### config.mk
export PLATFORM = sky130hd
export DESIGN_NAME = i2c_master_register_access
export DESIGN_NICKNAME = d
export VERILOG_FILES = /design/src/sv/i2cm_pkg.sv /design/src/sv/i2cm_front.sv /design/src/sv/i2cm_queue.sv /design/src/sv/i2cm_back.sv /design/src/sv/i2c_master_register_access.sv
export SDC_FILE = /design/constraint.sdc
export NUM_CORES = 1
export LEC_CHECK = 0
export ABC_AREA = 1
export BUFFER_PORTS_ARGS = -buffer_cell sky130_fd_sc_hd__buf_2
export CAP_MARGIN = 10
export CORE_MARGIN = 1.5
export CORE_UTILIZATION = 40
export DETAILED_ROUTE_END_ITERATION = 8
export PLACE_DENSITY_LB_ADDON = 0.1
export SKIP_LAST_GASP = 1
export SYNTH_ARGS = -nofsm -noshare
export SYNTH_HDL_FRONTEND = slang
export SYNTH_SLANG_ARGS = --single-unit
### constraint.sdc
create_clock -name clk -period 4.1 [get_ports clk]
set_clock_uncertainty 0.1 [all_clocks]
set_input_delay 0.205 -clock clk [delete_from_list [all_inputs] [get_ports clk]]
set_output_delay 0.205 -clock clk [all_outputs]
set_load 0.05 [all_outputs]
### src/sv/i2cm_pkg.sv
// Shared types and constants for the I2C master register access block.
package i2cm_pkg;

  // Reset value of the seven-bit slave address.
  localparam logic [6:0] DEV_ADDR_RESET = 7'd21;

  // Request selector codes on the input channel.
  localparam logic [1:0] FUNC_TICK  = 2'd0;
  localparam logic [1:0] FUNC_WRITE = 2'd1;
  localparam logic [1:0] FUNC_READ  = 2'd2;

  // Classified request kinds passed from the front to the back.
  typedef enum logic [1:0] {
    OP_TICK  = 2'd0,
    OP_WRITE = 2'd1,
    OP_READ  = 2'd2,
    OP_NONE  = 2'd3
  } op_t;

  // Bus sequencer phases, one-hot.
  typedef enum logic [13:0] {
    PH_IDLE      = 14'h0001,
    PH_START     = 14'h0002,
    PH_ADDR      = 14'h0004,
    PH_ACK_ADDR  = 14'h0008,
    PH_REG       = 14'h0010,
    PH_ACK_REG   = 14'h0020,
    PH_DATA      = 14'h0040,
    PH_ACK_DATA  = 14'h0080,
    PH_STOP      = 14'h0100,
    PH_RSTART    = 14'h0200,
    PH_RADDR     = 14'h0400,
    PH_ACK_RADDR = 14'h0800,
    PH_RECV      = 14'h1000,
    PH_SACK      = 14'h2000
  } phase_t;

  // Input request payload.
  typedef struct packed {
    logic [1:0] func;
    logic [7:0] reg_address;
    logic [7:0] write_data;
    logic [7:0] read_length;
    logic       sda_in;
  } in_item_t;

  // Result payload.
  typedef struct packed {
    logic       scl_out;
    logic       sda_out;
    logic [7:0] read_byte;
    logic       read_valid;
    logic       read_last;
    logic       nack_seen;
    logic       busy_res;
    logic       command_dropped;
    logic       done_res;
  } out_item_t;

  // Classified request held in the queue.
  typedef struct packed {
    op_t        op;
    logic [7:0] reg_address;
    logic [7:0] write_data;
    logic [7:0] read_length;
    logic       sda_in;
  } q_item_t;

endpackage

### src/sv/i2cm_front.sv
// Front end: accepts input requests and classifies them for the queue.
module i2cm_front (
  input  i2cm_pkg::in_item_t in_data,
  output i2cm_pkg::q_item_t  q_data
);
  import i2cm_pkg::*;

  op_t op;

  // Decode the selector into a request kind; the unused code does nothing.
  always_comb begin
    case (in_data.func)
      FUNC_TICK:  op = OP_TICK;
      FUNC_WRITE: op = OP_WRITE;
      FUNC_READ:  op = OP_READ;
      default:    op = OP_NONE;
    endcase
  end

  // A zero read length is taken as one byte.
  assign q_data.op          = op;
  assign q_data.reg_address = in_data.reg_address;
  assign q_data.write_data  = in_data.write_data;
  assign q_data.read_length = (in_data.read_length == 8'd0) ? 8'd1 : in_data.read_length;
  assign q_data.sda_in      = in_data.sda_in;

endmodule

### src/sv/i2cm_queue.sv
// Two-entry queue of classified requests between the front and the back.
module i2cm_queue (
  input  logic              clk,
  input  logic              rst_n,
  input  logic              push_valid,
  output logic              push_ready,
  input  i2cm_pkg::q_item_t push_data,
  output logic              pop_valid,
  input  logic              pop_ready,
  output i2cm_pkg::q_item_t pop_data
);
  import i2cm_pkg::*;

  localparam int DEPTH = 2;
  localparam int PTR_W = $clog2(DEPTH);

  q_item_t          mem_r [DEPTH];
  logic [PTR_W-1:0] wr_ptr_r, wr_ptr_nxt;
  logic [PTR_W-1:0] rd_ptr_r, rd_ptr_nxt;
  logic [PTR_W:0]   count_r, count_nxt;
  logic             do_push, do_pop;

  assign push_ready = (count_r != DEPTH[PTR_W:0]);
  assign pop_valid  = (count_r != '0);
  assign pop_data   = mem_r[rd_ptr_r];

  assign do_push = push_valid && push_ready;
  assign do_pop  = pop_valid && pop_ready;

  // Pointer and fill count updates.
  always_comb begin
    wr_ptr_nxt = wr_ptr_r;
    rd_ptr_nxt = rd_ptr_r;
    count_nxt  = count_r;
    if (do_push) begin
      wr_ptr_nxt = (wr_ptr_r == PTR_W'(DEPTH - 1)) ? '0 : wr_ptr_r + 1'b1;
    end
    if (do_pop) begin
      rd_ptr_nxt = (rd_ptr_r == PTR_W'(DEPTH - 1)) ? '0 : rd_ptr_r + 1'b1;
    end
    case ({do_push, do_pop})
      2'b10:   count_nxt = count_r + 1'b1;
      2'b01:   count_nxt = count_r - 1'b1;
      default: count_nxt = count_r;
    endcase
  end

  // Control registers.
  always_ff @(posedge clk) begin
    if (!rst_n) begin
      wr_ptr_r <= '0;
      rd_ptr_r <= '0;
      count_r  <= '0;
    end else begin
      wr_ptr_r <= wr_ptr_nxt;
      rd_ptr_r <= rd_ptr_nxt;
      count_r  <= count_nxt;
    end
  end

  // Entry storage.
  always_ff @(posedge clk) begin
    if (do_push) begin
      mem_r[wr_ptr_r] <= push_data;
    end
  end

endmodule

### src/sv/i2cm_back.sv
// Back end: runs the SCL/SDA segment sequencer and holds the result register.
module i2cm_back (
  input  logic                clk,
  input  logic                rst_n,
  input  logic                cfg_we,
  input  logic [6:0]          cfg_wdata,
  input  logic                q_valid,
  output logic                q_ready,
  input  i2cm_pkg::q_item_t   q_data,
  output logic                out_valid,
  input  logic                out_stall,
  output i2cm_pkg::out_item_t out_data
);
  import i2cm_pkg::*;

  phase_t     phase_r, phase_nxt;
  logic [1:0] seg_r, seg_nxt;
  logic [3:0] bit_r, bit_nxt;
  logic [7:0] shift_r, shift_nxt;
  logic [7:0] left_r, left_nxt;
  logic [7:0] reg_r, reg_nxt;
  logic [7:0] data_r, data_nxt;
  logic       is_read_r, is_read_nxt;
  logic       scl_r, scl_nxt;
  logic       sda_r, sda_nxt;
  logic [6:0] dev_r;
  logic       out_valid_r;
  out_item_t  out_r, res;

  logic       enter;
  phase_t     enter_ph;
  logic       f_valid, f_last, f_nack, f_done, dropped;
  logic [7:0] rbyte, rx_shift;
  logic [3:0] bit_inc;
  logic       take;

  assign take      = q_valid && (!out_valid_r || !out_stall);
  assign q_ready   = take;
  assign out_valid = out_valid_r;
  assign out_data  = out_r;
  assign bit_inc   = bit_r + 4'd1;
  assign rx_shift  = {shift_r[6:0], q_data.sda_in};

  // Segment sequencer: one request moves the bus by at most one segment.
  always_comb begin
    phase_nxt   = phase_r;
    seg_nxt     = seg_r;
    bit_nxt     = bit_r;
    shift_nxt   = shift_r;
    left_nxt    = left_r;
    reg_nxt     = reg_r;
    data_nxt    = data_r;
    is_read_nxt = is_read_r;
    scl_nxt     = scl_r;
    sda_nxt     = sda_r;
    enter       = 1'b0;
    enter_ph    = PH_IDLE;
    f_valid     = 1'b0;
    f_last      = 1'b0;
    f_nack      = 1'b0;
    f_done      = 1'b0;
    dropped     = 1'b0;
    rbyte       = 8'd0;

    if (q_data.op == OP_WRITE || q_data.op == OP_READ) begin
      if (phase_r != PH_IDLE) begin
        dropped = 1'b1;
      end else begin
        reg_nxt     = q_data.reg_address;
        data_nxt    = q_data.write_data;
        left_nxt    = q_data.read_length;
        is_read_nxt = (q_data.op == OP_READ);
        enter       = 1'b1;
        enter_ph    = PH_START;
      end
    end else if (q_data.op == OP_TICK && phase_r != PH_IDLE) begin
      case (phase_r)
        PH_START, PH_RSTART: begin
          scl_nxt = 1'b1;
          sda_nxt = (seg_r == 2'd0);
          if (seg_r == 2'd1) begin
            enter    = 1'b1;
            enter_ph = (phase_r == PH_START) ? PH_ADDR : PH_RADDR;
          end else begin
            seg_nxt = seg_r + 2'd1;
          end
        end
        PH_ADDR, PH_REG, PH_DATA, PH_RADDR: begin
          if (seg_r == 2'd0) begin
            scl_nxt = 1'b0;
            seg_nxt = 2'd1;
          end else if (seg_r == 2'd1) begin
            sda_nxt = shift_r[3'd7 - bit_r[2:0]];
            seg_nxt = 2'd2;
          end else begin
            scl_nxt = 1'b1;
            seg_nxt = 2'd0;
            bit_nxt = bit_inc;
            if (bit_inc >= 4'd8) begin
              enter = 1'b1;
              case (phase_r)
                PH_ADDR: enter_ph = PH_ACK_ADDR;
                PH_REG:  enter_ph = PH_ACK_REG;
                PH_DATA: enter_ph = PH_ACK_DATA;
                default: enter_ph = PH_ACK_RADDR;
              endcase
            end
          end
        end
        PH_ACK_ADDR, PH_ACK_REG, PH_ACK_DATA, PH_ACK_RADDR: begin
          sda_nxt = 1'b1;
          scl_nxt = (seg_r == 2'd1) || (seg_r == 2'd2);
          f_nack  = (seg_r == 2'd2) && q_data.sda_in;
          if (seg_r == 2'd3) begin
            enter = 1'b1;
            if (phase_r == PH_ACK_RADDR && left_r == 8'd0) begin
              left_nxt = 8'd1;
            end
            case (phase_r)
              PH_ACK_ADDR: enter_ph = PH_REG;
              PH_ACK_REG:  enter_ph = is_read_r ? PH_RSTART : PH_DATA;
              PH_ACK_DATA: enter_ph = PH_STOP;
              default:     enter_ph = PH_RECV;
            endcase
          end else begin
            seg_nxt = seg_r + 2'd1;
          end
        end
        PH_RECV: begin
          sda_nxt = 1'b1;
          if (seg_r == 2'd0) begin
            scl_nxt = 1'b0;
            seg_nxt = 2'd1;
          end else if (seg_r == 2'd1) begin
            scl_nxt = 1'b1;
            seg_nxt = 2'd2;
          end else begin
            scl_nxt   = 1'b1;
            shift_nxt = rx_shift;
            seg_nxt   = 2'd0;
            bit_nxt   = bit_inc;
            if (bit_inc >= 4'd8) begin
              rbyte    = rx_shift;
              f_valid  = 1'b1;
              f_last   = (left_r <= 8'd1);
              left_nxt = (left_r != 8'd0) ? left_r - 8'd1 : 8'd0;
              enter    = 1'b1;
              enter_ph = PH_SACK;
            end
          end
        end
        PH_SACK: begin
          case (seg_r)
            2'd0:    scl_nxt = 1'b0;
            2'd1:    sda_nxt = (left_r == 8'd0);
            2'd2:    scl_nxt = 1'b1;
            default: scl_nxt = 1'b0;
          endcase
          if (seg_r == 2'd3) begin
            enter    = 1'b1;
            enter_ph = (left_r == 8'd0) ? PH_STOP : PH_RECV;
          end else begin
            seg_nxt = seg_r + 2'd1;
          end
        end
        PH_STOP: begin
          scl_nxt = 1'b1;
          sda_nxt = (seg_r != 2'd0);
          if (seg_r == 2'd0) begin
            seg_nxt = 2'd1;
          end else begin
            enter    = 1'b1;
            enter_ph = PH_IDLE;
            f_done   = 1'b1;
          end
        end
        default: begin
          enter    = 1'b1;
          enter_ph = PH_IDLE;
        end
      endcase
    end

    // Phase entry clears the counters and loads the byte to shift.
    if (enter) begin
      phase_nxt = enter_ph;
      seg_nxt   = 2'd0;
      bit_nxt   = 4'd0;
      case (enter_ph)
        PH_ADDR:  shift_nxt = {dev_r, 1'b0};
        PH_RADDR: shift_nxt = {dev_r, 1'b1};
        PH_REG:   shift_nxt = reg_r;
        PH_DATA:  shift_nxt = data_r;
        PH_RECV:  shift_nxt = 8'd0;
        default:  shift_nxt = shift_nxt;
      endcase
    end
  end

  // Result fields for this request.
  always_comb begin
    res.scl_out         = scl_nxt;
    res.sda_out         = sda_nxt;
    res.read_byte       = rbyte;
    res.read_valid      = f_valid;
    res.read_last       = f_last;
    res.nack_seen       = f_nack;
    res.busy_res        = (phase_nxt != PH_IDLE);
    res.command_dropped = dropped;
    res.done_res        = f_done;
  end

  // Sequencer state and configuration register.
  always_ff @(posedge clk) begin
    if (!rst_n) begin
      phase_r   <= PH_IDLE;
      seg_r     <= 2'd0;
      bit_r     <= 4'd0;
      shift_r   <= 8'd0;
      left_r    <= 8'd0;
      reg_r     <= 8'd0;
      data_r    <= 8'd0;
      is_read_r <= 1'b0;
      scl_r     <= 1'b1;
      sda_r     <= 1'b1;
      dev_r     <= DEV_ADDR_RESET;
    end else begin
      if (take) begin
        phase_r   <= phase_nxt;
        seg_r     <= seg_nxt;
        bit_r     <= bit_nxt;
        shift_r   <= shift_nxt;
        left_r    <= left_nxt;
        reg_r     <= reg_nxt;
        data_r    <= data_nxt;
        is_read_r <= is_read_nxt;
        scl_r     <= scl_nxt;
        sda_r     <= sda_nxt;
      end
      if (cfg_we) begin
        dev_r <= cfg_wdata;
      end
    end
  end

  // Output register valid flag.
  always_ff @(posedge clk) begin
    if (!rst_n) begin
      out_valid_r <= 1'b0;
    end else if (take) begin
      out_valid_r <= 1'b1;
    end else if (!out_stall) begin
      out_valid_r <= 1'b0;
    end
  end

  // Output register payload.
  always_ff @(posedge clk) begin
    if (take) begin
      out_r <= res;
    end
  end

endmodule

### src/sv/i2c_master_register_access.sv
// Top level of the I2C master for register writes and multi-byte reads.
//
// Usage: each input request carries func, the register address, write data,
// read length and the sampled SDA level. func 1 starts a register write and
// func 2 a register read; both are taken only while the bus is idle, and are
// otherwise reported as dropped. func 0 is a tick that advances the bus by one
// delay segment. Every request yields exactly one result with the SCL/SDA
// levels for that segment, any received byte with its last marker, the NACK,
// busy and done flags.
// The slave address is written through cfg_we/cfg_wdata; the user must write
// it only while idle, as the block itself does not enforce this. A request
// passes through the request queue and then the sequencer's output register
// before its result shows on out_valid. The block takes one request per cycle
// while the receiver does not stall.
// The receiver may stall: the result register holds, the two-entry queue
// fills, and then in_stall rises. After reset the bus is idle with both lines
// released high and the slave address is 21.
module i2c_master_register_access (
  input  logic                clk,
  input  logic                rst_n,
  input  logic                cfg_we,
  input  logic [6:0]          cfg_wdata,
  input  logic                in_valid,
  output logic                in_stall,
  input  i2cm_pkg::in_item_t  in_data,
  output logic                out_valid,
  input  logic                out_stall,
  output i2cm_pkg::out_item_t out_data
);
  import i2cm_pkg::*;

  q_item_t front_data;
  q_item_t q_data;
  logic    q_valid;
  logic    push_ready;
  logic    pop_ready;

  assign in_stall = !push_ready;

  // Classify incoming requests.
  i2cm_front u_front (
    .in_data (in_data),
    .q_data  (front_data)
  );

  // Decouple the front from the sequencer.
  i2cm_queue u_queue (
    .clk        (clk),
    .rst_n      (rst_n),
    .push_valid (in_valid),
    .push_ready (push_ready),
    .push_data  (front_data),
    .pop_valid  (q_valid),
    .pop_ready  (pop_ready),
    .pop_data   (q_data)
  );

  // Run the bus sequence and deliver results.
  i2cm_back u_back (
    .clk       (clk),
    .rst_n     (rst_n),
    .cfg_we    (cfg_we),
    .cfg_wdata (cfg_wdata),
    .q_valid   (q_valid),
    .q_ready   (pop_ready),
    .q_data    (q_data),
    .out_valid (out_valid),
    .out_stall (out_stall),
    .out_data  (out_data)
  );

endmodule
======== After elaboration in Yosys (flattened, before gate mapping) ========
Memory sizes are Yosys's and may differ from the RTL's. A register that Yosys moved wholly into a read port is not among the register bits.
Cells that the tools add are included.
W data, S select, Z words.
storage, ports and cells
  word-level logic and storage cells ...... 213
  ROM bits ................................ 0
  memories kept ........................... 1
  bits in latches ......................... 0
  flip-flop bits (word level) ............. 83
  output and inout port bits .............. 18
  RAM bits ................................ 54
operators by class
  $lt $le $gt $ge ......................... 3
  mux-type cells .......................... 87
  add/sub/neg operators ................... 8
  shifts and indexed selects .............. 0
  bitwise operators ....................... 6
  multipliers ............................. 0
  equal/unequal tests ..................... 43
  reductions and logical operators ........ 41
  divide/modulo/power cells ............... 0
memories
  memory         words  width  read ports  clocked after memory_dff  wr ports  RTL line          text
  u_queue.mem_r  2      27     1           1                         1         i2cm_queue.sv:17  q_item_t mem_r [DEPTH];
operators by type and width
  operator                number
  $mux W14                12
  $mux W8                 16
  $pmux W14 S5            1
  $pmux W14 S3            1
  $pmux W8 S5             1
  $pmux W12 S3            1
  $eq A14 B11 Y1 const B  2
  $eq A14 B13 Y1 const B  2
  $eq A14 B3 Y1 const B   2
  $eq A14 B5 Y1 const B   2
  $eq A14 B7 Y1 const B   2
  $mux W1                 28
  $ne A14 B1 Y1 const B   2
  $mux W4                 6
  $mux W2                 9
  $logic_not A8 Y1        2
  $pmux W8 S2             1
  $reduce_or A5 Y1        3
  $eq A14 B10 Y1 const B  1
  $eq A14 B12 Y1 const B  1
  $eq A14 B14 Y1 const B  1
  $eq A14 B2 Y1 const B   1
  $eq A14 B4 Y1 const B   1
  $eq A14 B6 Y1 const B   1
  other kinds (44)        89

======== Depth between registers and ports, before layout ========
Gate-level depths: netlist (run 1).
  depth in word-level cells ............... 11
  gate-level depth with buffers ........... 21
  mapped depth without buffers ............ 19

======== Cells and area by module ========
A second synthesis (run 1) with hierarchy kept.
unflattened totals
  cell total of the unflattened synthesis .. 804
  area, all modules ....................... 7,098.1 µm²
by module, submodules not included
  module                      cells an instance  seq. area each (µm²)  times used  area an instance (µm²)
  i2cm_back                   649                1,741.7               1           4,609.4
  i2cm_queue                  120                1,721.7               1           2,292.2
  i2cm_front                  34                 0.0                   1           192.7
  i2c_master_register_access  1                  0.0                   1           3.8

======== Least setup slack after synthesis (run 1) ========
No wires, ideal clock.
  kind .................................... reg2reg
  start point ............................. reg with a tool-made name
  end point ............................... reg u_back.out_r (netlist bit u_back.out_data[2]) (data pin)
  period minus slack after synthesis ...... 3,128 ps
  arrival ................................. 2,774 ps
  path slack .............................. 972 ps
  library setup time ...................... 254 ps
  stages on the path, launching flop included .. 21
  path buffers ............................ 4
  cells stage by stage .................... dfxtp_1 clkbuf_1 inv_2 clkbuf_1 or2_2 o21ai_0 ha_1 clkbuf_1 inv_1 nand2_1 inv_1 nand2_1 a21oi_2 nand2_4 nand2_4 buf_6 nand2_2 o21ai_2 nand3_1 nor2_1 nand2_1
RTL lines
  what                    RTL line          text
  end signal: assignment  i2cm_back.sv:260  out_r <= res;
  end: declaration        i2cm_back.sv:28   out_item_t out_r, res;

==> flow_summary_export.csv, run 1 <==
group,metric,value,unit
synth,syn-cell-area,0.00705,mm²
route,firstDrtPassIters,5,
clock_tree,ctsHoldBuffers,41,
route,ant_nets,0,
worst_setup_path,rrSetupSlack,0.91,ns
die,die_area,0.0184,mm²
grt,grt_pass1_vias,5380,
route,wl,17.1,mm
clock_tree,insertion_delay,0.42,ns
sta,layout_worst_path_cycle_share,0.777,
clock_tree,cts_sinks,138,
worst_setup_path,critPathRequiredTime,4.25,ns
sta,rsz0062_at_grt,"no",
clock_tree,cts_tree,"done",
synth,synthFlopType,"edfxtp_1",
die,coreArea,0.0172,mm²
die,fp.dieH,136,µm
placed_design,placedCellCount,1126,
worst_hold_path,hold_end,"u_back.dev_r[5]",
clock_tree,path_clk_slew,0.07,ns
cells_and_area,nets,1011,
grt,grt_busiest_layer,"met2",
route,routedWlPerCell,14.2,µm
worst_setup_path,ff2ff_path_depth,14,
grt,met2_usage,0.303,
placed_design,placed_area,0.00750,mm²
clock_tree,cts_buffer_depth,2,
route,drc,0,
synth,ys_ff_latch,138,
synth,synth_area_per_cell,8.04,µm²
worst_setup_path,critical_path_arrival,3.34,ns
cells_and_area,area_growth,20.8,%
power,irDropWorstVdd,0.331,mV
synth,ys_seq_area_frac,0.492,
sta,finalSetupViolCount,0,
placed_design,place_congestion,0.881,
cells_and_area,insertedDiodeCount,0,
status,status,"completed",
worst_hold_path,worstHoldPathType,"in2reg",
cells_and_area,drive_above_1_share,0.154,
grt,antenna_found_initial,0,
synth,yosysMostFrequentCell,"nand2_1",
grt,grt_pass1_wl,27.4,mm
die,io_pins,57,
grt,grtUsageMet3,0.0303,
sta,tns,0,ns
placed_design,port-buffer-count,56,
grt,grt_util_all_layers,0.193,
worst_setup_path,end_kind,"flip-flop",
worst_hold_path,hold_depth,3,
synth,ys_top_cells_by_count,"nand2_1 (180), nor2_1 (104), inv_1 (97)",
synth,synthCells,876,
clock_tree,ctsResizeCount,0,
flow_run,cap_violations,0,
sta,worst_pin_slew,1.12,ns
synth,synth_warnings,0,
sta,hold_violations,0,
synth,synthArstFlopShare,0,
die,die_x,136,µm
synth,synth_cell_type_count,51,
clock_tree,cts-root-buf,"clkbuf_16",
route,drt_iter0_drc,446,
placed_design,pre_cts_slack,0.923,ns
clock_tree,cts_buffers,17,
worst_hold_path,hp-start,"cfg_we",
power,power_density,701,mW/mm²
synth,synth_top_area_share,0.298,
clock_tree,cts_setup_buffers,0,
placed_design,dp_hpwl,11.6,mm
synth,synthesis.nets,926,
grt,grtUsageMet1,0.271,
grt,grt_max_degree,41,
synth,yosys.area.top_type,"edfxtp_1",
worst_setup_path,cp_max_fo,12,
worst_setup_path,r2r-end,"u_back.shift_r[6]",
synth,synthTopCellsByArea,"edfxtp_1 (30%), dfxtp_1 (19%), nand2_1 (9.6%), nor2_1 (5.5%), o21ai_0 (5.2%)",
worst_setup_path,worstSetupStartpointType,"flip-flop",
sta,slew_viol_final,0,
power,leakage,3.70,nW
grt,overflow,0,
route,viasPerCell,4.88,
cells_and_area,nFillCells,1664,
synth,synth_edf_count,70,
route,vias,5846,
sta,post-route-min-period,3.19,ns
sta,fmax,314,MHz
sta,fin_ws,0.914,ns
cells_and_area,fin_cells,1199,
die,initial_core_util,0.409,
worst_setup_path,crit_type,"reg2reg",
clock_tree,htreeDepth,4,
die,rows,48,
sta,relSlewSlack,0.253,
cells_and_area,fin_area,0.00851,mm²
[critical path, cell delays in order, from the launching register on]
cell,delay [ns]
dfxtp_1,0.52
inv_2,0.06
or2_2,0.27
o21ai_0,0.11
ha_1,0.38
inv_1,0.28
nand2_4,0.15
nor2_2,0.41
nand2_1,0.10
nor2_1,0.21
nor2_4,0.12
nand2_4,0.12
nand2_1,0.07
nand3_1,0.07
a21oi_1,0.07
[stage by stage]
step / power [W] / utilization / hold WS, ns
after floorplan: 0.00384 / - / 0.204
after global placement: 0.00439 / 0.435 / 0.294
after detailed placement: 0.00438 / 0.435 / 0.296
after CTS: 0.00600 / 0.494 / 0.0973
after global routing: 0.00638 / 0.494 / 0.137
final: 0.00596 / 0.494 / 0.109
[report_power, final]
part	switching, W	internal [W]
combinational	0.00168	0.000703
clock	0.000617	0.000963
sequential	0.000219	0.00178
total	0.00251	0.00345
[placed cells by master (no fill, tap or decap), types with 3 or more instances in the layout]
master,Yosys,final
edfxtp_1,70,70
o21ai_2,2,3
dlygate4sd3_1,0,41
nand2_2,12,12
nor3_1,7,7
nand2_1,180,180
o21ai_1,10,9
nand3_1,48,48
nor2_2,7,9
inv_1,97,97
nand4_1,12,12
bufinv_16,0,3
nand2_4,7,7
buf_4,2,8
xor2_1,4,4
ha_1,11,11
inv_6,0,3
nand3_2,3,3
o21ai_0,73,73
clkbuf_16,0,17
inv_2,7,7
nor2_1,104,102
dfxtp_1,68,68
o22ai_1,4,4
a21oi_1,71,71
o211ai_1,5,5
buf_2,5,56
clkinv_4,0,3
nor2_4,7,7
[worst max path at each step]
stage	start	end	slack, ns	cells past startpoint
6_report	flip-flop	u_back.shift_r[6]	0.91	14
5_1_grt	flip-flop	u_back.shift_r[5]	0.54	14
4_1_cts	flip-flop	u_back.shift_r[6]	0.92	14
3_5_place_dp	flip-flop	u_back.shift_r[6]	0.92	14
3_3_place_gp	flip-flop	u_back.shift_r[3]	1.06	14
2_1_floorplan	flip-flop	u_back.out_data[2]	0.97	20
[cell type report]
class / instances / area [µm²] / area share
Clock buffer: 19 / 433 / 0.0509
Clock inverter: 13 / 168 / 0.0197
Inverter: 105 / 394 / 0.0463
Multi-Input combinational cell: 594 / 3020 / 0.355
Sequential cell: 138 / 3460 / 0.407
Tap cell: 225 / 282 / 0.0331
Timing Repair Buffer: 105 / 751 / 0.0882
[state kept, by name, summed over array words and instances, names as in the netlist, named ones only]
name / flops
u_back.out_data: 16
u_back.reg_r: 8
u_back.seg_r: 2
u_back.left_r: 8
u_back.dev_r: 7
u_back.is_read_r: 1
u_back.out_valid: 1
u_queue.mem_r: 54
u_back.data_r: 8
u_queue.count_r: 2
u_back.shift_r: 8
u_back.phase_r: 14
u_queue.rd_ptr_r: 1
u_queue.wr_ptr_r: 1
u_back.scl_r: 1
u_back.bit_r: 4
u_back.sda_r: 1
[metal layers]
| metal | up-vias | share of wire |
|---|---|---|
| li1 | 3064 | - |
| met1 | 2622 | 0.50 |
| met3 | 20 | 0.036 |
| met5 | - | 0 |
| met2 | 140 | 0.45 |
| met4 | 0 | 0.014 |
[cells by family after synthesis]
logic type,count (synthesis),share of synthesized area
buf+inv,144,0.0808
compound gates,174,0.133
flops,138,0.492
mux,2,0.00284
simple gates,401,0.265
xor+xnor,6,0.00746
fa+ha+maj,11,0.0195
(Power assumes the default switching activity.)
==> run 2, diff against run 1 <==
clock period = 2.7 ns   (was 4.1 ns; I/O delays follow)
==> run 2 against run 1 <==
Compared with the run above:
- final cell count up 1.3%
- power is 55% higher
- maximum frequency rose by 27%
- utilization grew 1.0 points
==> flow_summary_export.csv, run 2 (same netlist as run 1, synthesis figures left out) <==
group,metric,value,unit
cells_and_area,max_flop_register,"u_queue.mem_r",
power,power_density,1060,mW/mm²
route,vias,5906,
clock_tree,cts_setup_buffers,0,
worst_setup_path,worstSetupStartpointType,"flip-flop",
worst_setup_path,critPathMaxStageDelay,0.38,ns
clock_tree,cts_buffer_depth,2,
clock_tree,cts_tree,"done",
clock_tree,htreeDepth,4,
worst_setup_path,cp_max_fo,8,
worst_setup_path,cp_top_family,"simple AND/OR/NAND/NOR gates",
sta,worst_pin_slew,0.697,ns
cells_and_area,largest_reg_flops,54,
route,routedWlPerCell,14.1,µm
cells_and_area,area_growth,23.3,%
cells_and_area,final_common_cell,"nand2_1",
sta,post-route-min-period,2.52,ns
worst_hold_path,worstHoldPathType,"in2reg",
cells_and_area,nFillCells,1608,
cells_and_area,drive_above_1_share,0.176,
worst_setup_path,critPathRequiredTime,2.92,ns
die,die_area,0.0184,mm²
die,coreArea,0.0172,mm²
sta,slew_viol_final,0,
cells_and_area,nets,1027,
cells_and_area,layout_common_cells,"nand2_1 (180), nor2_1 (101), inv_1 (96)",
cells_and_area,insertedDiodeCount,0,
worst_setup_path,crit_type,"reg2reg",
clock_tree,cts_sinks,138,
power,irDropWorstVdd,0.555,mV
sta,hold_violations,0,
placed_design,place_congestion,0.896,
die,fp.dieH,136,µm
sta,layout_worst_path_cycle_share,0.932,
die,die_x,136,µm
die,io_pins,57,
grt,overflow,0,
route,wl,17.1,mm
route,firstDrtPassIters,5,
sta,relSlewSlack,0.530,
sta,rsz0062_at_grt,"no",
worst_setup_path,crit_cells,13,
grt,grt_pass1_wl,27.6,mm
clock_tree,path_clk_slew,0.06,ns
placed_design,port-buffer-count,56,
worst_setup_path,path_buf_inv,2,
grt,antenna_found_initial,0,
worst_setup_path,rrSetupSlack,0.18,ns
route,viasPerCell,4.86,
worst_setup_path,critical_path_arrival,2.74,ns
sta,finalSetupViolCount,0,
worst_setup_path,cpMaxStageDelayCell,"dfxtp_1",
clock_tree,cts-root-buf,"clkbuf_16",
route,drt_iter0_drc,359,
clock_tree,insertion_delay,0.43,ns
sta,tns,0,ns
sta,fmax,397,MHz
placed_design,dp_hpwl,12.0,mm
grt,grt_pass1_vias,5406,
worst_setup_path,end_kind,"flip-flop",
grt,grt_max_degree,40,
power,total_power,0.00925,W
flow_run,cap_violations,0,
power,leakage,3.80,nW
route,ant_nets,0,
die,initial_core_util,0.409,
status,status,"completed",
clock_tree,cts_buffers,17,
worst_setup_path,path_cells,"nor2_4 -> nand2_8 -> nor2_2 -> inv_1 -> nor2_1 -> nand2_1 -> nand2_2 -> nand2_2 -> a21oi_1 -> nand2_1 -> buf_4 -> o21ai_0 -> nor2_1",
worst_setup_path,ff2ff_path_depth,13,
grt,grt_util_all_layers,0.195,
route,drc,0,
worst_hold_path,hold_depth,3,
die,rows,48,
run 2: worst paths after layout:
kind                                        start          endpoint
worst max-delay path            u_back.phase_r[6]  u_back.left_r[5]
worst min-delay path                       cfg_we   u_back.dev_r[3]
worst max register to register  u_back.phase_r[6]  u_back.left_r[5]
worst min register to register   u_queue.rd_ptr_r         flip-flop
run 2: power by group:
part / internal [W] / total, W / switching (W)
clock: 0.00149 / 0.00242 / 0.000932
combinational: 0.00119 / 0.00379 / 0.00260
sequential: 0.00271 / 0.00303 / 0.000322
run 2: tightest hold or removal path, stage by stage:
cell,delay (ns)
buf_2,0.14
inv_1,0.13
a21oi_1,0.13
run 2: stage by stage:
step           instance area [µm²]  setup WS [ns]  hold slack [ns]  std cells   util
2_1_floorplan                 7090         0.0520            0.134        876      -
5_1_grt                       8690        0.00912           0.0649       1215  0.504
4_1_cts                       8660         0.0978           0.0248       1215  0.502
6_report                      8690          0.184           0.0534       1215  0.504
3_5_place_dp                  7630          0.103            0.226       1142  0.443
3_3_place_gp                  7630          0.184            0.223       1142  0.443
run 2: routing by layer:
metal	up-vias	share of wire	GRT usage
met5	-	0	0
met4	0	0.016	0.0627
met3	21	0.043	0.0426
met2	119	0.45	0.305
met1	2675	0.49	0.268
li1	3091	-	-
run 2: timing repair:
item                       CTS  global route
hold buffers                41             0
setup endpoints to repair    0             4
gates resized for setup      0             7
hold endpoints to repair    62             0
run 2: cell type report:
cell class,count,area (µm²),area share
inverter,105,402,0.0462
timing repair buffer,121,871,0.100
multi-input combinational,594,3050,0.351
sequential,138,3470,0.399
clock inverter,12,166,0.0192
clock buffer,20,447,0.0514
tap,225,282,0.0324
